--- src/hw/rtl/scfr_pkg.sv ---
// Package for the COBS frame receiver: configuration register map, shared
// types, controller states, command and status bundles, and a helper function.
// No dependencies.
package scfr_pkg;

    // Default sizes for the top-level parameters.
    localparam int MAX_PAYLOAD_DEF = 32;
    localparam int MAX_START_DEF   = 4;

    // Fixed field widths.
    localparam int PAT_W   = 32;
    localparam int SLEN_W  = 3;
    localparam int PLEN_W  = 6;
    localparam int POS_W   = 5;
    localparam int CFG_AW  = 4;
    localparam int APB_DW  = 32;

    // Smallest decoded message length that the receiver accepts.
    localparam int MIN_PAYLOAD = 2;

    // Number of start sequence bytes held in the pattern register.
    localparam int PAT_BYTES = PAT_W / 8;

    // Frame delimiter and the COBS code that carries no implied zero.
    localparam logic [7:0] FRAME_DELIM   = 8'h00;
    localparam logic [7:0] COBS_MAX_CODE = 8'hFF;

    // Configuration register indexes.
    typedef enum logic [1:0] {
        REG_START_PATTERN,
        REG_START_LENGTH,
        REG_PAYLOAD_LENGTH,
        REG_CHECKSUM_ENABLE
    } scfr_reg_t;

    // Configuration register contents.
    typedef struct packed {
        logic [PAT_W-1:0]  start_pattern;
        logic [SLEN_W-1:0] start_length;
        logic [PLEN_W-1:0] payload_length;
        logic              checksum_enable;
    } scfr_cfg_t;

    // Controller states.
    typedef enum logic [2:0] {
        ST_RECV,
        ST_SUM_RD,
        ST_SUM_USE,
        ST_EMIT_RD,
        ST_EMIT_USE,
        ST_TAIL
    } scfr_state_t;

    // Commands from the controller to the datapath.
    typedef struct packed {
        logic take;
        logic walk_init;
        logic ok_load;
        logic step;
        logic sum_pass;
        logic tail_emit;
    } scfr_cmd_t;

    // Status from the datapath to the controller.
    typedef struct packed {
        logic frame_good;
        logic walk_done;
        logic w_full;
        logic emit_pending;
        logic out_free;
    } scfr_stat_t;

    // Start sequence byte k; bytes past the pattern register read as zero.
    function automatic logic [7:0] start_byte(input logic [PAT_W-1:0] pat, input int k);
        logic [7:0] b;
        b = 8'h00;
        for (int i = 0; i < PAT_BYTES; i++) begin
            if (k == i) begin
                b = pat[8*i +: 8];
            end
        end
        return b;
    endfunction

endpackage

--- src/hw/rtl/scfr_if.sv ---
// Stream interfaces for the COBS frame receiver: raw byte input and decoded
// message output, each with valid/ready handshake. Depends on scfr_pkg.
interface scfr_rx_if import scfr_pkg::*; ();
    logic       valid;
    logic       ready;
    logic [7:0] rx_byte;

    modport source (output valid, output rx_byte, input ready);
    modport sink (input valid, input rx_byte, output ready);
endinterface

interface scfr_msg_if import scfr_pkg::*; ();
    logic             valid;
    logic             ready;
    logic [7:0]       msg_byte;
    logic [POS_W-1:0] byte_position;
    logic             final_byte;
    logic             frame_ok;

    modport source (
        output valid, output msg_byte, output byte_position,
        output final_byte, output frame_ok, input ready
    );
    modport sink (
        input valid, input msg_byte, input byte_position,
        input final_byte, input frame_ok, output ready
    );
endinterface

--- src/hw/rtl/serial_cobs_frame_receiver_top.sv ---
// Top level of the COBS frame receiver with start-sequence header.
// Depends on scfr_pkg, scfr_if, scfr_cfg, scfr_ctrl and scfr_dp.
//
//   Port    | Kind          | Direction | Payload
//   --------+---------------+-----------+----------------------------------------
//   rx      | valid/ready   | in        | rx_byte
//   msg     | valid/ready   | out       | msg_byte, byte_position, final_byte,
//           |               |           | frame_ok
//   apb     | APB write/rd  | in        | start_pattern, start_length,
//           |               |           | payload_length, checksum_enable
//
// One raw byte is taken per cycle while hunting and collecting.
// A closing delimiter starts the decode: a checksum pass over the encoded
// positions (up to len + 1: the overhead byte, then one frame store read each),
// then an emit pass over the same positions and a zero-padded tail byte for each
// message position not reached; rx stays not ready until the tail is done.
// rst_n is asynchronous; the frame store is not cleared by reset.
// A stalled consumer holds the emit pass; the last result waits in the output
// register while reception of the next frame goes on.
module serial_cobs_frame_receiver_top import scfr_pkg::*; #(
    parameter int MAX_PAYLOAD = MAX_PAYLOAD_DEF,
    parameter int MAX_START   = MAX_START_DEF
) (
    input  logic              clk,
    input  logic              rst_n,
    scfr_rx_if.sink           rx,
    scfr_msg_if.source        msg,
    input  logic              psel,
    input  logic              penable,
    input  logic              pwrite,
    input  logic [CFG_AW-1:0] paddr,
    input  logic [APB_DW-1:0] pwdata,
    output logic [APB_DW-1:0] prdata,
    output logic              pready
);

    scfr_cfg_t  cfg;
    scfr_cmd_t  cmd;
    scfr_stat_t stat;

    // Configuration registers.
    scfr_cfg u_cfg (
        .clk     (clk),
        .rst_n   (rst_n),
        .psel    (psel),
        .penable (penable),
        .pwrite  (pwrite),
        .paddr   (paddr),
        .pwdata  (pwdata),
        .prdata  (prdata),
        .pready  (pready),
        .cfg     (cfg)
    );

    // Sequencer.
    scfr_ctrl u_ctrl (
        .clk      (clk),
        .rst_n    (rst_n),
        .in_valid (rx.valid),
        .in_ready (rx.ready),
        .stat     (stat),
        .cmd      (cmd)
    );

    // Hunt, store, decode and output.
    scfr_dp #(
        .MAX_PAYLOAD (MAX_PAYLOAD),
        .MAX_START   (MAX_START)
    ) u_dp (
        .clk       (clk),
        .rst_n     (rst_n),
        .cfg       (cfg),
        .cmd       (cmd),
        .stat      (stat),
        .in_byte   (rx.rx_byte),
        .out_valid (msg.valid),
        .out_ready (msg.ready),
        .out_byte  (msg.msg_byte),
        .out_pos   (msg.byte_position),
        .out_final (msg.final_byte),
        .out_ok    (msg.frame_ok)
    );

endmodule

--- src/hw/rtl/scfr_cfg.sv ---
// APB configuration registers of the COBS frame receiver.
// Depends on scfr_pkg for the register map and the configuration struct.
module scfr_cfg import scfr_pkg::*; (
    input  logic              clk,
    input  logic              rst_n,
    input  logic              psel,
    input  logic              penable,
    input  logic              pwrite,
    input  logic [CFG_AW-1:0] paddr,
    input  logic [APB_DW-1:0] pwdata,
    output logic [APB_DW-1:0] prdata,
    output logic              pready,
    output scfr_cfg_t         cfg
);

    scfr_cfg_t cfg_reg;
    scfr_cfg_t cfg_next;
    scfr_reg_t reg_idx;
    logic      wr_en;

    // Registers sit on word boundaries.
    assign reg_idx = scfr_reg_t'(paddr[CFG_AW-1:2]);
    assign wr_en   = psel && penable && pwrite;
    assign pready  = 1'b1;
    assign cfg     = cfg_reg;

    // Write decode.
    always_comb
    begin
        cfg_next = cfg_reg;
        if (wr_en)
        begin
            unique case (reg_idx)
                REG_START_PATTERN:   cfg_next.start_pattern   = pwdata[PAT_W-1:0];
                REG_START_LENGTH:    cfg_next.start_length    = pwdata[SLEN_W-1:0];
                REG_PAYLOAD_LENGTH:  cfg_next.payload_length  = pwdata[PLEN_W-1:0];
                REG_CHECKSUM_ENABLE: cfg_next.checksum_enable = pwdata[0];
                default:             cfg_next = cfg_reg;
            endcase
        end
    end

    always_ff @(posedge clk or negedge rst_n)
    begin
        if (!rst_n)
        begin
            cfg_reg.start_pattern   <= '0;
            cfg_reg.start_length    <= '0;
            cfg_reg.payload_length  <= PLEN_W'(MAX_PAYLOAD_DEF);
            cfg_reg.checksum_enable <= 1'b1;
        end
        else
        begin
            cfg_reg <= cfg_next;
        end
    end

    // Read mux.
    always_comb
    begin
        unique case (reg_idx)
            REG_START_PATTERN:   prdata = APB_DW'(cfg_reg.start_pattern);
            REG_START_LENGTH:    prdata = APB_DW'(cfg_reg.start_length);
            REG_PAYLOAD_LENGTH:  prdata = APB_DW'(cfg_reg.payload_length);
            REG_CHECKSUM_ENABLE: prdata = APB_DW'(cfg_reg.checksum_enable);
            default:             prdata = '0;
        endcase
    end

endmodule

--- src/hw/rtl/scfr_ctrl.sv ---
// Controller of the COBS frame receiver: sequences byte reception, the
// checksum pass, the emit pass and the zero tail. Depends on scfr_pkg.
module scfr_ctrl import scfr_pkg::*; (
    input  logic       clk,
    input  logic       rst_n,
    input  logic       in_valid,
    output logic       in_ready,
    input  scfr_stat_t stat,
    output scfr_cmd_t  cmd
);

    scfr_state_t state_reg;
    scfr_state_t state_next;

    always_ff @(posedge clk or negedge rst_n)
    begin
        if (!rst_n)
        begin
            state_reg <= ST_RECV;
        end
        else
        begin
            state_reg <= state_next;
        end
    end

    // Next state and commands.
    always_comb
    begin
        state_next = state_reg;
        cmd        = '0;
        in_ready   = 1'b0;
        unique case (state_reg)
            ST_RECV:
            begin
                // Take raw bytes; a good closing delimiter starts decoding.
                in_ready = 1'b1;
                cmd.take = in_valid;
                if (in_valid && stat.frame_good)
                begin
                    cmd.walk_init = 1'b1;
                    state_next    = ST_SUM_RD;
                end
            end
            ST_SUM_RD:
            begin
                // Checksum pass finished: latch the verdict and rewind.
                if (stat.walk_done || stat.w_full)
                begin
                    cmd.ok_load   = 1'b1;
                    cmd.walk_init = 1'b1;
                    state_next    = ST_EMIT_RD;
                end
                else
                begin
                    state_next = ST_SUM_USE;
                end
            end
            ST_SUM_USE:
            begin
                cmd.step     = 1'b1;
                cmd.sum_pass = 1'b1;
                state_next   = ST_SUM_RD;
            end
            ST_EMIT_RD:
            begin
                if (stat.walk_done || stat.w_full)
                begin
                    state_next = ST_TAIL;
                end
                else
                begin
                    state_next = ST_EMIT_USE;
                end
            end
            ST_EMIT_USE:
            begin
                // Hold the step while a decoded byte waits for the output.
                if (!stat.emit_pending || stat.out_free)
                begin
                    cmd.step   = 1'b1;
                    state_next = ST_EMIT_RD;
                end
            end
            ST_TAIL:
            begin
                // Pad message positions that the decode never reached.
                if (stat.w_full)
                begin
                    state_next = ST_RECV;
                end
                else if (stat.out_free)
                begin
                    cmd.tail_emit = 1'b1;
                end
            end
            default:
            begin
                state_next = ST_RECV;
            end
        endcase
    end

endmodule

--- src/hw/rtl/scfr_dp.sv ---
// Datapath of the COBS frame receiver: start sequence hunt, frame store,
// COBS decode walker, checksum and output register. Depends on scfr_pkg.
module scfr_dp import scfr_pkg::*; #(
    parameter int MAX_PAYLOAD = MAX_PAYLOAD_DEF,
    parameter int MAX_START   = MAX_START_DEF
) (
    input  logic             clk,
    input  logic             rst_n,
    input  scfr_cfg_t        cfg,
    input  scfr_cmd_t        cmd,
    output scfr_stat_t       stat,
    input  logic [7:0]       in_byte,
    output logic             out_valid,
    input  logic             out_ready,
    output logic [7:0]       out_byte,
    output logic [POS_W-1:0] out_pos,
    output logic             out_final,
    output logic             out_ok
);

    localparam int CNT_W = $clog2(MAX_PAYLOAD + 2);
    localparam int MC_W  = $clog2(MAX_START + 1);
    localparam int AW    = $clog2(MAX_PAYLOAD);

    // Effective lengths.
    logic [CNT_W-1:0] len;
    logic [CNT_W-1:0] len_p1;
    logic [MC_W-1:0]  slen;

    // Hunt and collect state.
    logic [MC_W-1:0]  match_reg, match_next;
    logic [CNT_W-1:0] collect_reg, collect_next;
    logic [7:0]       overhead_reg, overhead_next;
    logic             collecting;
    logic             store_room;
    logic             store_we;
    logic [AW-1:0]    wr_addr;

    // Frame store.
    logic [7:0]       frame_mem [MAX_PAYLOAD];
    logic [7:0]       rdata_reg;
    logic [AW-1:0]    rd_addr;

    // Decode walker.
    logic [CNT_W-1:0] r_reg, r_next;
    logic [CNT_W-1:0] w_reg, w_next;
    logic [7:0]       remain_reg, remain_next;
    logic             prev_ff_reg, prev_ff_next;
    logic [7:0]       sum_reg, sum_next;
    logic [7:0]       last_reg, last_next;
    logic             ok_reg, ok_next;
    logic [7:0]       enc_byte;
    logic             code_pos;
    logic             emit_raw;
    logic [7:0]       emit_byte;
    logic             is_last;

    // Output register.
    logic             out_valid_reg, out_valid_next;
    logic [7:0]       out_byte_reg;
    logic [POS_W-1:0] out_pos_reg;
    logic             out_final_reg;
    logic             out_ok_reg;
    logic             out_load;

    // Clamp the configured lengths.
    always_comb
    begin
        if (cfg.payload_length < PLEN_W'(MIN_PAYLOAD))
        begin
            len = CNT_W'(MIN_PAYLOAD);
        end
        else if (int'(cfg.payload_length) > MAX_PAYLOAD)
        begin
            len = CNT_W'(MAX_PAYLOAD);
        end
        else
        begin
            len = CNT_W'(cfg.payload_length);
        end
        if (int'(cfg.start_length) > MAX_START)
        begin
            slen = MC_W'(MAX_START);
        end
        else
        begin
            slen = MC_W'(cfg.start_length);
        end
    end

    assign len_p1     = len + CNT_W'(1);
    assign collecting = (match_reg == slen);
    assign store_room = (collect_reg < len_p1);
    assign wr_addr    = AW'(collect_reg - CNT_W'(1));

    // Hunt for the start sequence, then collect the encoded frame.
    always_comb
    begin
        match_next    = match_reg;
        collect_next  = collect_reg;
        overhead_next = overhead_reg;
        store_we      = 1'b0;
        if (cmd.take)
        begin
            if (collecting)
            begin
                if (store_room)
                begin
                    store_we     = 1'b1;
                    collect_next = collect_reg + CNT_W'(1);
                end
                else
                begin
                    match_next   = '0;
                    collect_next = CNT_W'(1);
                end
            end
            else if (match_reg < slen)
            begin
                if (in_byte == start_byte(cfg.start_pattern, int'(match_reg)))
                begin
                    match_next = match_reg + MC_W'(1);
                end
                else
                begin
                    // The mismatching byte, less the start length, becomes the COBS overhead byte.
                    overhead_next = in_byte - 8'(slen);
                    match_next    = '0;
                    collect_next  = CNT_W'(1);
                end
            end
            else
            begin
                // Start length was lowered under the hunt.
                match_next   = '0;
                collect_next = CNT_W'(1);
            end
        end
    end

    always_ff @(posedge clk or negedge rst_n)
    begin
        if (!rst_n)
        begin
            match_reg    <= '0;
            collect_reg  <= CNT_W'(1);
            overhead_reg <= '0;
        end
        else
        begin
            match_reg    <= match_next;
            collect_reg  <= collect_next;
            overhead_reg <= overhead_next;
        end
    end

    // Frame store: one write port for collection, one registered read port.
    assign rd_addr = (r_reg == '0) ? '0 : AW'(r_reg - CNT_W'(1));

    always_ff @(posedge clk)
    begin
        if (store_we)
        begin
            frame_mem[wr_addr] <= in_byte;
        end
        rdata_reg <= frame_mem[rd_addr];
    end

    // One encoded position per step: a code byte or a data byte.
    assign enc_byte  = (r_reg == '0) ? overhead_reg : rdata_reg;
    assign code_pos  = (remain_reg == 8'h00);
    assign emit_raw  = code_pos ? !prev_ff_reg : 1'b1;
    assign emit_byte = code_pos ? FRAME_DELIM : enc_byte;
    assign is_last   = (w_reg == len - CNT_W'(1));

    always_comb
    begin
        r_next       = r_reg;
        w_next       = w_reg;
        remain_next  = remain_reg;
        prev_ff_next = prev_ff_reg;
        sum_next     = sum_reg;
        last_next    = last_reg;
        ok_next      = ok_reg;
        if (cmd.ok_load)
        begin
            ok_next = !cfg.checksum_enable || (sum_reg == last_reg);
        end
        if (cmd.walk_init)
        begin
            r_next       = '0;
            w_next       = '0;
            remain_next  = '0;
            prev_ff_next = 1'b1;
            sum_next     = '0;
            last_next    = '0;
        end
        else if (cmd.step)
        begin
            r_next = r_reg + CNT_W'(1);
            if (code_pos)
            begin
                // A zero code counts as one.
                remain_next  = (enc_byte == 8'h00) ? 8'h00 : enc_byte - 8'h01;
                prev_ff_next = (enc_byte == COBS_MAX_CODE);
            end
            else
            begin
                remain_next = remain_reg - 8'h01;
            end
            if (stat.emit_pending)
            begin
                w_next = w_reg + CNT_W'(1);
                if (cmd.sum_pass)
                begin
                    if (is_last)
                    begin
                        last_next = emit_byte;
                    end
                    else
                    begin
                        sum_next = sum_reg + emit_byte;
                    end
                end
            end
        end
        else if (cmd.tail_emit)
        begin
            w_next = w_reg + CNT_W'(1);
        end
    end

    always_ff @(posedge clk or negedge rst_n)
    begin
        if (!rst_n)
        begin
            r_reg       <= '0;
            w_reg       <= '0;
            remain_reg  <= '0;
            prev_ff_reg <= 1'b1;
            sum_reg     <= '0;
            last_reg    <= '0;
            ok_reg      <= 1'b0;
        end
        else
        begin
            r_reg       <= r_next;
            w_reg       <= w_next;
            remain_reg  <= remain_next;
            prev_ff_reg <= prev_ff_next;
            sum_reg     <= sum_next;
            last_reg    <= last_next;
            ok_reg      <= ok_next;
        end
    end

    // Output register decouples emission from the consumer.
    assign out_load = (cmd.step && !cmd.sum_pass && stat.emit_pending) || cmd.tail_emit;

    always_comb
    begin
        out_valid_next = out_valid_reg;
        if (out_load)
        begin
            out_valid_next = 1'b1;
        end
        else if (out_ready)
        begin
            out_valid_next = 1'b0;
        end
    end

    always_ff @(posedge clk or negedge rst_n)
    begin
        if (!rst_n)
        begin
            out_valid_reg <= 1'b0;
        end
        else
        begin
            out_valid_reg <= out_valid_next;
        end
    end

    always_ff @(posedge clk)
    begin
        if (out_load)
        begin
            out_byte_reg  <= cmd.tail_emit ? FRAME_DELIM : emit_byte;
            out_pos_reg   <= POS_W'(w_reg);
            out_final_reg <= is_last;
            out_ok_reg    <= ok_reg;
        end
    end

    assign out_valid = out_valid_reg;
    assign out_byte  = out_byte_reg;
    assign out_pos   = out_pos_reg;
    assign out_final = out_final_reg;
    assign out_ok    = out_ok_reg;

    // Status to the controller.
    assign stat.frame_good   = collecting && !store_room && (in_byte == FRAME_DELIM);
    assign stat.walk_done    = (r_reg > len);
    assign stat.w_full       = (w_reg >= len);
    assign stat.emit_pending = emit_raw && !stat.w_full;
    assign stat.out_free     = !out_valid_reg || out_ready;

    // A new result never overwrites one that is still waiting.
    assert property (@(posedge clk) disable iff (!rst_n) out_load |-> stat.out_free)
        else $error("output register overwritten");

    // The last mark sits on the last message position.
    assert property (@(posedge clk) disable iff (!rst_n)
        out_valid_reg && out_final_reg |-> out_pos_reg == POS_W'(len - CNT_W'(1)))
        else $error("final byte at wrong position");

    // Collection never runs past the frame store.
    assert property (@(posedge clk) disable iff (!rst_n)
        int'(collect_reg) <= MAX_PAYLOAD + 1)
        else $error("collect count out of range");

    // The walker only steps over positions of the encoded frame.
    assert property (@(posedge clk) disable iff (!rst_n) cmd.step |-> r_reg <= len)
        else $error("decode walker past end of frame");

endmodule
--- src/flat_wrapper.sv ---
// flat-port wrapper written by rule: the top's interface ports become plain ports
module serial_cobs_frame_receiver_top_flat import scfr_pkg::*;
#(
    parameter int MAX_PAYLOAD = MAX_PAYLOAD_DEF,
    parameter int MAX_START   = MAX_START_DEF
)
  (clk, rst_n, psel, penable, pwrite, paddr, pwdata, prdata, pready, rx_valid, rx_rx_byte, rx_ready, msg_valid, msg_msg_byte, msg_byte_position, msg_final_byte, msg_frame_ok, msg_ready);
  scfr_rx_if rx_i ();
  scfr_msg_if msg_i ();
  input  logic clk;
  input  logic rst_n;
  input  logic psel;
  input  logic penable;
  input  logic pwrite;
  input  logic [CFG_AW-1:0] paddr;
  input  logic [APB_DW-1:0] pwdata;
  output logic [APB_DW-1:0] prdata;
  output logic pready;
  input wire logic [$bits(rx_i.valid)-1:0] rx_valid;
  input wire logic [$bits(rx_i.rx_byte)-1:0] rx_rx_byte;
  output wire logic [$bits(rx_i.ready)-1:0] rx_ready;
  output wire logic [$bits(msg_i.valid)-1:0] msg_valid;
  output wire logic [$bits(msg_i.msg_byte)-1:0] msg_msg_byte;
  output wire logic [$bits(msg_i.byte_position)-1:0] msg_byte_position;
  output wire logic [$bits(msg_i.final_byte)-1:0] msg_final_byte;
  output wire logic [$bits(msg_i.frame_ok)-1:0] msg_frame_ok;
  input wire logic [$bits(msg_i.ready)-1:0] msg_ready;
  assign rx_i.valid = rx_valid;
  assign rx_i.rx_byte = rx_rx_byte;
  assign rx_ready = rx_i.ready;
  assign msg_valid = msg_i.valid;
  assign msg_msg_byte = msg_i.msg_byte;
  assign msg_byte_position = msg_i.byte_position;
  assign msg_final_byte = msg_i.final_byte;
  assign msg_frame_ok = msg_i.frame_ok;
  assign msg_i.ready = msg_ready;
  serial_cobs_frame_receiver_top #(.MAX_PAYLOAD(MAX_PAYLOAD), .MAX_START(MAX_START)) u_core (.clk(clk), .rst_n(rst_n), .rx(rx_i), .msg(msg_i), .psel(psel), .penable(penable), .pwrite(pwrite), .paddr(paddr), .pwdata(pwdata), .prdata(prdata), .pready(pready));
endmodule
--- config.mk ---
export PLATFORM = sky130hd
export DESIGN_NAME = serial_cobs_frame_receiver_top_flat
export DESIGN_NICKNAME = d
export VERILOG_FILES = /design/src/hw/rtl/scfr_pkg.sv /design/src/hw/rtl/scfr_if.sv /design/src/hw/rtl/serial_cobs_frame_receiver_top.sv /design/src/hw/rtl/scfr_cfg.sv /design/src/hw/rtl/scfr_ctrl.sv /design/src/hw/rtl/scfr_dp.sv /design/src/flat_wrapper.sv
export SDC_FILE = /design/constraint.sdc
export NUM_CORES = 1
export LEC_CHECK = 0
export BUFFER_PORTS_ARGS = -buffer_cell sky130_fd_sc_hd__buf_2
export CAP_MARGIN = 5
export CORE_ASPECT_RATIO = 0.7
export CORE_MARGIN = 2
export CORE_UTILIZATION = 55
export CTS_CLUSTER_SIZE = 10
export DETAILED_ROUTE_END_ITERATION = 7
export GPL_ROUTABILITY_DRIVEN = 0
export HOLD_SLACK_MARGIN = 0.02
export PLACE_DENSITY = 0.73
export SKIP_CTS_REPAIR_TIMING = 1
export SYNTH_ARGS = -nofsm -noshare
export SYNTH_HDL_FRONTEND = slang
export SYNTH_SLANG_ARGS = --single-unit
--- constraint.sdc ---
create_clock -name clk -period 5.3 [get_ports clk]
set_input_delay 0 -clock clk [delete_from_list [all_inputs] [get_ports clk]]
set_output_delay 0 -clock clk [all_outputs]
set_load 0.01 [all_outputs]
Yosys cells after proc, flatten, opt, wreduce, memory -nomap -nowiden
Memories as Yosys holds them, arrays and structs flattened. A register that Yosys moved wholly into a read port is not among the register bits.
Cells that the tools add are included.

word-level totals
  logic and storage cells = 182
  output and inout port bits = 50
  RAM bits = 256
  memories kept = 1
  bits in read-only memories = 0
  latch bits = 0
  input bits = 51
  bits in registers = 116

operators by class
  shift operators = 0
  multiply operators = 0
  mux-type cells = 71
  bitwise gates (word level) = 2
  divide/modulo/power cells = 0
  reduce and logical (&&, ||, !) cells = 46
  equal/unequal tests = 23
  add/sub/neg operators = 12
  magnitude comparators = 7

memory list
  name                   depth  width  rd ports  clocked after Yosys merged registers in  write ports  line           text
  u_core.u_dp.frame_mem  32     8      1         1                                        1            scfr_dp.sv:40  logic [7:0] frame_mem [MAX_PAYLOAD];

operator list
  kind                   count
  $mux W8                23
  $pmux W32 S4           1
  $mux W6                12
  $add A6 B1 Y6 const B  4
  $logic_not A8 Y1       3
  $mux W3                8
  $mux W1                22
  $pmux W3 S6            1
  $eq A8 B8 Y1           2
  $reduce_and A2 Y1      8
  $sub A8 B1 Y8 const B  2
  $eq A3 B3 Y1 const B   4
  $reduce_and A4 Y1      3
  $reduce_bool A2 Y1     6
  $sub A5 B1 Y5 const B  2
  $eq A3 B2 Y1 const B   3
  $add A8 B8 Y8          1
  $eq A8 B8 Y1 const B   1
  $logic_and A1 B1 Y1    8
  $ne A2 B2 Y1 const B   4
  $sub A8 B3 Y8          1
  $logic_not A1 Y1       7
  $eq A6 B6 Y1           1
  $ge A6 B6 Y1           1
  25 further kinds       33

Longest topological paths before layout
Gate-level depths: netlist (run 1).

  depth in word-level cells = 14
  mapped depth = 20
  mapped depth without buffers = 16

Cells and area by module
From an unflattened synthesis (run 1), not the netlist that was laid out.

second synthesis, totals
  cells, all modules = 1495
  area total of the unflattened synthesis = 18310.1 um^2

modules (own cells, without submodules)
  module     sequential area each (um^2)  cells each  instances  area an instance (um^2)
  scfr_dp    9701.8                       1326        1          16128.0
  scfr_cfg   1053.5                       141         1          1935.6
  scfr_ctrl  75.1                         28          1          246.5

Worst setup path after synthesis (run 1)
Ideal clock, no wire load.

  path kind = reg2reg
  from = reg u_core.u_dp.r_reg[0]
  to = reg u_core.u_dp.sum_reg[6]
  setup slack = 1.118 ns
  arrival time = 4.050 ns
  path buffers = 4
  data required time = 5.168 ns
  stages on the path, launching flop included = 20
  clock period less this slack = 4.182 ns
  setup time = 0.132 ns
  cell sequence = dfrtp_1 > clkbuf_1 > inv_1 > clkbuf_1 > clkbuf_1 > ha_1 > nor4b_4 > nand2_1 > clkbuf_1 > a21oi_1 > nor2_1 > ha_1 > fa_1 > a21o_1 > a21oi_1 > o21bai_1 > a21oi_1 > xnor2_1 > mux2i_1 > nor2_1

on the way
  longest elaborated chain between the ends = 9
  elaborated cells between the ends (all ways) = 18
  those cells by class = add/sub (1); order compare (1); eq/ne (1); mux (9); reduce/logical (6)

RTL lines
  what                          line            text
  start: declaration            scfr_dp.sv:45   logic [CNT_W-1:0] r_reg, r_next;
  start signal: assignment      scfr_dp.sv:247  r_reg <= r_next;
  $logic_not A6 Y1              scfr_dp.sv:170  assign enc_byte = (r_reg == '0) ? overhead_reg : rdata_reg;
  $mux W8                       scfr_dp.sv:170
  $mux W8                       scfr_dp.sv:173  assign emit_byte = code_pos ? FRAME_DELIM : enc_byte;
  net u_core.u_dp.emit_byte[0]  scfr_dp.sv:55   logic [7:0] emit_byte;
  $add A8 B8 Y8                 scfr_dp.sv:222  sum_next = sum_reg + emit_byte;
  $mux W8                       scfr_dp.sv:216  if (is_last)
  $mux W8                       scfr_dp.sv:214  if (cmd.sum_pass)
  $mux W8                       scfr_dp.sv:211  if (stat.emit_pending)
  $mux W8                       scfr_dp.sv:198  else if (cmd.step)
  $mux W8                       scfr_dp.sv:189  if (cmd.walk_init)
  end signal: assignment        scfr_dp.sv:251  sum_reg <= sum_next;
  end: declaration              scfr_dp.sv:49   logic [7:0] sum_reg, sum_next;

The timed path passes the listed nets, and every way through them passes these cells. The select of a mux whose other input is x is not followed.
A chain may end at the register's enable or synchronous reset.

Final worst setup path (run 1)
  from = reg u_core.u_cfg.cfg_reg (netlist bit u_core.u_cfg.cfg[4])
  to = mem u_core.u_dp.frame_mem[8][6] (enable)

on the way
  longest elaborated chain between the ends = 10
  elaborated cells between the ends (all ways) = 11
  those cells by class = add/sub (1); order compare (3); mux (7)

RTL lines
  what                               line            text
  start: declaration                 scfr_cfg.sv:16  scfr_cfg_t cfg_reg;
  start signal: assignment           scfr_cfg.sv:54  cfg_reg <= cfg_next;
  $gt A6 B6 Y1                       scfr_dp.sv:73   else if (int'(cfg.payload_length) > MAX_PAYLOAD)
  $mux W6                            scfr_dp.sv:73
  $mux W6 (*)                        scfr_dp.sv:69   if (cfg.payload_length < PLEN_W'(MIN_PAYLOAD))
  $add A6 B1 Y6 (*)                  scfr_dp.sv:91   assign len_p1 = len + CNT_W'(1);
  $lt A6 B6 Y1 (*)                   scfr_dp.sv:93   assign store_room = (collect_reg < len_p1);
  $mux W1 (*)                        scfr_dp.sv:107  if (store_room)
  $mux W1 (*)                        scfr_dp.sv:105  if (collecting)
  $mux W1 (*)                        scfr_dp.sv:103  if (cmd.take)
  $mux W1 (*)                        scfr_dp.sv:162  if (store_we)
  $mux W1 (implied by the code) (*)  scfr_dp.sv:164  frame_mem[wr_addr] <= in_byte;
  end: declaration                   scfr_dp.sv:40

Mark *: on every way between the ends. The rest lies on a longest branch, timed or not.

==> flow_metrics.tcl, run 1 <==
set metrics [dict create \
    status "complete, no violations" \
    intPower_w 0.00686 \
    yosys_warnings 0 \
    diodes 0 \
    dr.pass1.iters 6 \
    r2r_start "u_core.u_cfg.cfg[4]" \
    clock_sinks 380 \
    drtIter0Drc 1595 \
    irDropWorstVdd_uv 369 \
    clock-root-buffer "clkbuf_16" \
    reg2reg_to "u_core.u_dp.frame_mem[8][6]" \
    num_rows 55 \
    worst_pin_slew_ns 1.06 \
    route.detailed.drc 0 \
    synth_cell_types 82 \
    regArea_um2 10800 \
    hold-worst-slack_ns 0.0574 \
    cp.required_ns 5.48 \
    area_delta_synth_final_pct 13.3 \
    yosysSeqAreaShare_pct 59.0 \
    core-area_um2 32600 \
    post_drt_wl_per_cell_um 21.9 \
    regToRegSetupSlack_ns 0.58 \
    max_cap_viol_count 0 \
    largest_reg_flops 256 \
    htreeDepth 2 \
    insertion_delay_ns 0.56 \
    ff2ff_path_depth 15 \
    fillers 2493 \
    period_share_pct 89.1 \
    synth_edf_count 271 \
    setup_violations 0 \
    min_period_ns 4.72 \
    rsz0062_at_grt "false" \
    first_global_vias 12400 \
    track_usage_pct 26.1 \
    yosysTopAreaCellShare_pct 44.3 \
    worstSetupStartpoint "u_core.u_cfg.cfg[4]" \
    synth_seq_cells 380 \
    dpl.hpwl_um 29800 \
    syn-cell-area_um2 18400 \
    port_buffers 97 \
    worstSetupPathType "register to register" \
    worstPathArrival_ns 4.90 \
    die_area_um2 34900 \
    die_height_um 157 \
    ioPinCount 101 \
    min_path_cells 2 \
    fmax_mhz 212 \
    clkPwrFrac_pct 22.5 \
    multiInputGateArea_um2 6960 \
    final_cell_mix "edfxtp_1 (271), nor2_1 (144), nand2_1 (126)" \
    drive_above_1_share_pct 14.6 \
    synthTopCellsByArea "edfxtp_1 (44%), dfrtp_1 (13%), ha_1 (3.4%), mux2i_1 (3.0%), nor2_1 (3.0%)" \
    hold_viol 0 \
    fin_skew_ns 0.0139 \
    cp-start-kind "register" \
    numCtsBuffers 44 \
    synth_top_flop_cell "edfxtp_1" \
    hold_class "input pin to register" \
    async_flop_share_pct 26.6 \
    crit_end "u_core.u_dp.frame_mem[8][6]" \
    seq_power_share_pct 33.9 \
    grt_antenna_before_repair 0 \
    p_total_w 0.0117 \
    clockBufferDepth 3 \
    antenna_left 0 \
    gr-total-overflow 0 \
    via_per_inst 6.29 \
    nNetsFinal 1789 \
    power_density_nw_per_um2 563 \
    synth_area_leader_cell "edfxtp_1" \
    routed_wl_um 46500 \
    vias 13400 \
    combPwrFrac_pct 43.6 \
    cts_tree "yes" \
    final_common_cell "edfxtp_1" \
    leakage_nw 7.76 \
    syn_nets 1673 \
    grt_pass1_wl_um 70600 \
    end_kind "register" \
    p_switching_w 0.00486 \
    grt_max_degree 87 \
    maxSlewHeadroom_pct 28.8 \
    drv_slew 0 \
    clk_pin_slew_ns 0.05 \
    sw_frac_of_total_pct 41.5 \
    finalSetupTns_ns 0 \
    postSynthCellCount 1570 \
    die_w_um 222 \
    worstPathMaxFanout 11 \
    synth_area_per_cell_um2 11.7 \
    initial_core_util_pct 56.3 \
]
## power groups by stage
stage | logic [W] | registers [W] | clock network, W
finish | 0.00511 | 0.00397 | 0.00264
global route | 0.00555 | 0.00401 | 0.00278
CTS | 0.00498 | 0.00395 | 0.00267
detailed placement | 0.00495 | 0.00401 | 0
global placement | 0.00485 | 0.00399 | 0
floorplan | 0.00375 | 0.00383 | 0
## synthesized netlist by cell type, drive strengths merged, types with 35 or more instances
library cell / instances
a21oi: 44
dfrtp: 97
mux2: 44
o21ai: 62
nor2: 147
clkbuf: 60
o211ai: 35
nor3: 70
edfxtp: 271
ha: 50
mux2i: 55
o311ai: 40
nand3: 63
inv: 46
or3: 38
nand2: 127
## logic make-up after synthesis
family	synth area share [%]
and+or+nand+nor	15.5
adders and majority gates	3.63
DFF	59.0
other	0.0204
muxes	5.82
xor gates and xnor gates	2.24
AOI/OAI and AO/OA	10.5
buffers and inverters	3.24
## worst max-delay path, cell delays in order (launching register included)
cell	delay, ns
dfrtp_1	0.59
nor3_1	0.09
o21ai_0	0.49
inv_1	0.10
ha_1	0.25
nand3_1	0.11
xnor2_1	0.13
ha_1	0.25
nand2_1	0.08
o21ai_0	0.07
a21oi_1	0.27
nand4_1	0.13
buf_4	0.18
nor2_1	0.38
nand2_1	0.51
nor2_1	0.69
## layout make-up
type / count / area share, %
flip-flops and latches: 380 / 52.1
inverters: 47 / 0.848
repair buffers: 164 / 5.28
clock inverters: 5 / 0.283
multi-input cells: 1049 / 33.5
well taps: 427 / 2.57
clock buffers: 56 / 5.51
## per-layer routing
metal | up-vias | GRT usage, % | routed length, um
met5 | - | 0 | 0
met4 | 0 | 6.17 | 784
met3 | 73 | 6.50 | 4640
met2 | 692 | 38.4 | 20300
met1 | 6517 | 39.2 | 20800
li1 | 6108 | - | -
## per-stage QoR
stage | area [um2] | util, % | cells | setup slack (ns)
5_1_grt | 20800 | 63.8 | 2128 | 0.250
3_5_place_dp | 19200 | 58.8 | 2024 | 0.818
4_1_cts | 20400 | 62.5 | 2085 | 0.741
3_3_place_gp | 19200 | 58.8 | 2024 | 0.951
2_1_floorplan | 18400 | - | 1570 | 1.12
6_report | 20800 | 63.8 | 2128 | 0.579
## worst min-delay path by stage
stage                       start                     endpoint  slack (ns)
global route        rx_rx_byte[0]  u_core.u_dp.frame_mem[7][0]        0.07
detailed placement          rst_n      u_core.u_dp.last_reg[3]        0.15
finish              rx_rx_byte[0]  u_core.u_dp.frame_mem[6][0]        0.06
floorplan                   rst_n         u_core.u_cfg.cfg[10]       -0.30
global placement            rst_n      u_core.u_dp.last_reg[3]        0.15
CTS                         rst_n      u_core.u_dp.last_reg[3]       -0.44
Power figures use the tool's default switching activity.
==> inputs of run 2 (changes only) <==
--- a/config.mk
+++ b/config.mk
@@ -16,6 +16,7 @@
 export HOLD_SLACK_MARGIN = 0.02
 export PLACE_DENSITY = 0.73
 export SKIP_CTS_REPAIR_TIMING = 1
+export SKIP_LAST_GASP = 1
 export SYNTH_ARGS = -nofsm -noshare
 export SYNTH_HDL_FRONTEND = slang
 export SYNTH_SLANG_ARGS = --single-unit
==> constraint.sdc (replaced) <==
create_clock -name clk -period 5.3 [get_ports clk]
set_input_delay 0.53 -clock clk [delete_from_list [all_inputs] [get_ports clk]]
set_output_delay 0.53 -clock clk [all_outputs]
set_load 0.01 [all_outputs]
==> flow_metrics.tcl, run 2 (synthesis gave the netlist of run 1 again) <==
set metrics [dict create \
    status "complete, no violations" \
    clock_sinks 380 \
    crit_slowest_cell "nor2_1" \
    rsz0062_at_grt "false" \
    hold_class "input pin to asynchronous set/reset pin" \
    largest_reg_flops 256 \
    dr.pass1.iters 7 \
    grt_pass1_wl_um 72400 \
    final_cell_mix "edfxtp_1 (271), nor2_1 (144), nand2_1 (126)" \
    final_common_cell "edfxtp_1" \
    worstSetupPathType "register to register" \
    use_met3_pct 5.31 \
    initial_core_util_pct 56.3 \
    use_met1_pct 40.7 \
    core-area_um2 32600 \
    leakage_nw 7.61 \
    cts_tree "yes" \
    dpl.hpwl_um 30400 \
    track_usage_pct 26.6 \
    grt_max_degree 90 \
    numCtsBuffers 44 \
    max_cap_viol_count 0 \
    die_height_um 157 \
    sw_frac_of_total_pct 41.3 \
    antenna_left 0 \
    clockBufferDepth 3 \
    vias 13100 \
    cp-start-kind "register" \
    nNetsFinal 1748 \
    port_buffers 97 \
    hold_viol 0 \
    busiest_layer "met1" \
    cpPeakStageDelay_ns 0.75 \
    drtIter0Drc 1446 \
    hold-worst-slack_ns 0.0740 \
    die_area_um2 34900 \
    intPower_w 0.00691 \
    clk_pin_slew_ns 0.06 \
    route.detailed.drc 0 \
    die_w_um 222 \
    num_rows 55 \
    grt_antenna_before_repair 2 \
    regArea_um2 10800 \
    gr-total-overflow 0 \
    drive_above_1_share_pct 14.9 \
    fin_skew_ns 0.0168 \
    htreeDepth 2 \
    finalSetupTns_ns 0 \
    period_share_pct 87.4 \
    p_total_w 0.0118 \
    post_drt_wl_per_cell_um 21.9 \
    setup_slack_ns 0.668 \
    use_met2_pct 39.5 \
    insertion_delay_ns 0.55 \
    p_switching_w 0.00486 \
    worstPathMaxFanout 11 \
    worstPathArrival_ns 4.80 \
    cp_cell_sequence "nor3_1 -> o21ai_0 -> inv_1 -> ha_1 -> nand3_1 -> xnor2_1 -> ha_1 -> nand2_1 -> o21ai_0 -> a21oi_1 -> nand4_1 -> buf_4 -> nor2_1 -> nand2_1 -> nor2_1" \
    combPwrFrac_pct 43.4 \
    area_delta_synth_final_pct 11.4 \
    seq_power_share_pct 33.6 \
    dp_cells 2026 \
    ioPinCount 101 \
    routed_wl_um 45900 \
    pre_cts_ws_ns 0.809 \
    fmax_mhz 216 \
    fin_cells 2101 \
    maxSlewHeadroom_pct 23.3 \
    multiInputGateArea_um2 6960 \
    min_period_ns 4.63 \
    worst_pin_slew_ns 1.14 \
    power_density_nw_per_um2 575 \
    clkPwrFrac_pct 22.9 \
    irDropWorstVdd_uv 402 \
    first_global_vias 12700 \
    fillers 2536 \
    via_per_inst 6.25 \
    clock-root-buffer "clkbuf_16" \
    drv_slew 0 \
    cp.required_ns 5.47 \
    setup_violations 0 \
    end_kind "register" \
]
==> run 2: power groups by stage <==
stage / logic [W] / clock network, W / registers, W
after floorplan: 0.00375 / 0 / 0.00383
final: 0.00511 / 0.00270 / 0.00396
after CTS: 0.00506 / 0.00273 / 0.00394
after detailed placement: 0.00503 / 0 / 0.00400
after global placement: 0.00490 / 0 / 0.00398
after global routing: 0.00563 / 0.00287 / 0.00400
==> run 2: path summary, 6_finish.rpt <==
check / start / endpoint / slack, ns / depth (start not counted)
hold / removal: rst_n / u_core.u_dp.last_reg[3] / 0.07 / 1
min in group clk: pwdata[27] / u_core.u_cfg.cfg[37] / 0.19 / 3
max in group asynchronous: rst_n / u_core.u_cfg.cfg[32] / 4.16 / 2
setup reg to reg: u_core.u_cfg.cfg[4] / u_core.u_dp.frame_mem[5][0] / 0.67 / 15
hold reg to reg: u_core.u_dp.ok_reg / u_core.u_dp.out_ok / 0.45 / 0
setup / recovery: u_core.u_cfg.cfg[4] / u_core.u_dp.frame_mem[5][0] / 0.67 / 15
==> run 2: routing by layer <==
layer / routed length (um) / vias to the layer above
met5: 7 / -
met4: 756 / 2
li1: - / 6026
met2: 20000 / 638
met3: 4420 / 67
met1: 20800 / 6398
==> run 2: area by class of cell <==
cell class,count,area share (%)
flip-flops and latches,380,53.0
multi-input cells,1049,34.0
clock buffers,70,5.97
repair buffers,123,3.40
well taps,427,2.61
inverters,47,0.863
clock inverters,4,0.147
diodes,1,0.0122
==> run 2: stage by stage <==
stage	utilization [%]	cell area (um2)
after floorplan	-	18400
after global placement	58.9	19200
after detailed placement	58.9	19200
after CTS	62.7	20400
after global routing	62.7	20400
final	62.7	20500
==> run 2: critical path, delay by kind of cell (launching register included) <==
kind            cells  cell delay, ns
compound gates      3            0.79
xor+xnor            1            0.13
fa+ha+maj           2            0.50
buf+inv             2            0.27
flops               1            0.57
simple gates        7            1.98
==> inputs of run 3 (changes only) <==
--- a/config.mk
+++ b/config.mk
@@ -8,13 +8,14 @@
 export BUFFER_PORTS_ARGS = -buffer_cell sky130_fd_sc_hd__buf_2
 export CAP_MARGIN = 5
 export CORE_ASPECT_RATIO = 0.7
-export CORE_MARGIN = 2
+export CORE_MARGIN = 5
 export CORE_UTILIZATION = 55
 export CTS_CLUSTER_SIZE = 10
 export DETAILED_ROUTE_END_ITERATION = 7
 export GPL_ROUTABILITY_DRIVEN = 0
 export HOLD_SLACK_MARGIN = 0.02
-export PLACE_DENSITY = 0.73
+export PLACE_DENSITY = 0.75
+export RECOVER_POWER = 100
 export SKIP_CTS_REPAIR_TIMING = 1
 export SKIP_LAST_GASP = 1
 export SYNTH_ARGS = -nofsm -noshare
==> flow_metrics.tcl, run 3 (synthesis gave the netlist of run 1 again) <==
set metrics [dict create \
    status "finished, violations left" \
    violations "capacitance limit, slew limit" \
    die_height_um 163 \
    hold_class "input pin to register" \
    initial_core_util_pct 55.3 \
    nNetsFinal 1754 \
    dr.pass1.iters 8 \
    core-area_um2 33200 \
    pre_cts_ws_ns 0.764 \
    clockBufferDepth 3 \
    ff2ff_path_depth 13 \
    gr-total-overflow 0 \
    fin_skew_ns 0.0165 \
    combPwrFrac_pct 43.3 \
    reg2reg_to "u_core.u_dp.sum_reg[7]" \
    end_kind "register" \
    fmax_mhz 207 \
    clock_sinks 380 \
    grt_max_degree 93 \
    vias 13400 \
    worstPathArrival_ns 5.22 \
    via_per_inst 6.32 \
    cts_tree "yes" \
    irDropWorstVdd_uv 516 \
    final_cell_mix "edfxtp_1 (271), nor2_1 (144), nand2_1 (126)" \
    finalSetupTns_ns 0 \
    antenna_left 0 \
    multiInputGateArea_um2 6950 \
    routed.top_layer "met5" \
    min_path_cells 3 \
    port_buffers 97 \
    power_density_nw_per_um2 581 \
    rsz0062_at_grt "false" \
    cp.required_ns 5.70 \
    route.layer.met1.wl_um 19900 \
    sw_frac_of_total_pct 41.6 \
    die_area_um2 37200 \
    grt_pass1_wl_um 72200 \
    dpl.hpwl_um 31200 \
    clkPwrFrac_pct 23.3 \
    r2r_start "u_core.u_dp.r_reg[1]" \
    routed_wl_um 46300 \
    hp-start "pwdata[27]" \
    hold_viol 0 \
    regArea_um2 10800 \
    setup_violations 0 \
    worst_pin_slew_ns 3.17 \
    met2_length_um 20500 \
    worstSetupPathType "register to register" \
    insertion_delay_ns 0.56 \
    area_delta_synth_final_pct 11.0 \
    drv_slew 249 \
    post-route-util_pct 61.4 \
    htreeDepth 2 \
    numCtsBuffers 44 \
    min_period_ns 4.82 \
    seq_power_share_pct 33.4 \
    post_drt_wl_per_cell_um 21.9 \
    cp-start-kind "register" \
    grt_antenna_before_repair 1 \
    first_global_vias 12800 \
    clock-root-buffer "clkbuf_16" \
    setup_slack_ns 0.476 \
    ioPinCount 101 \
    diodes 0 \
    p_switching_w 0.00492 \
    largest_reg_flops 256 \
    maxSlewHeadroom_pct -111 \
    hold_path_end "u_core.u_cfg.cfg[37]" \
    drtIter0Drc 1562 \
    period_share_pct 91.0 \
    leakage_nw 7.44 \
    route.detailed.drc 0 \
    dr_wl_met3_um 4880 \
    intPower_w 0.00691 \
    drive_above_1_share_pct 11.7 \
    die_w_um 228 \
    final_common_cell "edfxtp_1" \
    num_rows 56 \
    regToRegSetupSlack_ns 0.48 \
    hold-worst-slack_ns 0.193 \
    track_usage_pct 24.4 \
    clk_pin_slew_ns 0.06 \
    worstPathMaxFanout 68 \
    max_cap_viol_count 7 \
    fillers 2606 \
]
[run 3: critical path: stages (launching register included)]
cell and delay, ns:
dfrtp_1 0.43, inv_1 0.15, ha_1 0.21, or4b_1 0.64
nor2_8 0.19, clkbuf_2 1.04, mux2i_1 0.64, nor2_1 0.14
ha_1 0.25, o41ai_1 0.47, xnor2_1 0.18, nand3_1 0.11
xor2_1 0.18, nor2_1 0.05
[run 3: area by class of cell]
type                            instances  area share, %
Clock inverter                          2         0.0860
Tap cell                              435           2.67
Multi-Input combinational cell       1049           34.1
Clock buffer                           70           6.19
Timing Repair Buffer                  129           2.95
Inverter                               47          0.866
Sequential cell                       380           53.1
[run 3: metal layers]
metal | vias to the layer above | track usage [%]
met5 | - | 0
met1 | 6536 | 35.3
met2 | 660 | 36.6
li1 | 6041 | -
met4 | 2 | 6.35
met3 | 117 | 7.37
[run 3: per-stage QoR]
stage / instance area, um2 / std cells / total power [W]
after floorplan: 18400 / 1570 / 0.00758
after global placement: 19200 / 2040 / 0.00886
after detailed placement: 19200 / 2040 / 0.00901
after CTS: 20500 / 2112 / 0.0118
after global routing: 20400 / 2112 / 0.0125
final: 20400 / 2112 / 0.0118
[run 3: worst max-delay path by stage]
stage                                    start                            to  slack, ns  depth (start not counted)
final                     u_core.u_dp.r_reg[1]        u_core.u_dp.sum_reg[7]       0.48                         13
after global routing       u_core.u_cfg.cfg[6]  u_core.u_dp.frame_mem[17][5]       0.22                         15
after CTS                  u_core.u_cfg.cfg[4]   u_core.u_dp.frame_mem[0][6]       0.74                         15
after detailed placement   u_core.u_cfg.cfg[4]  u_core.u_dp.frame_mem[24][3]       0.76                         15
after global placement     u_core.u_cfg.cfg[4]   u_core.u_dp.frame_mem[0][0]       0.85                         15
after floorplan           u_core.u_dp.r_reg[0]        u_core.u_dp.sum_reg[6]       1.12                         19
[run 3: power groups by stage]
stage               clock network, W  logic [W]  registers [W]
finish                       0.00276    0.00513        0.00395
global route                 0.00291    0.00558        0.00400
CTS                          0.00279    0.00505        0.00394
detailed placement                 0    0.00502        0.00399
global placement                   0    0.00489        0.00397
floorplan                          0    0.00375        0.00383
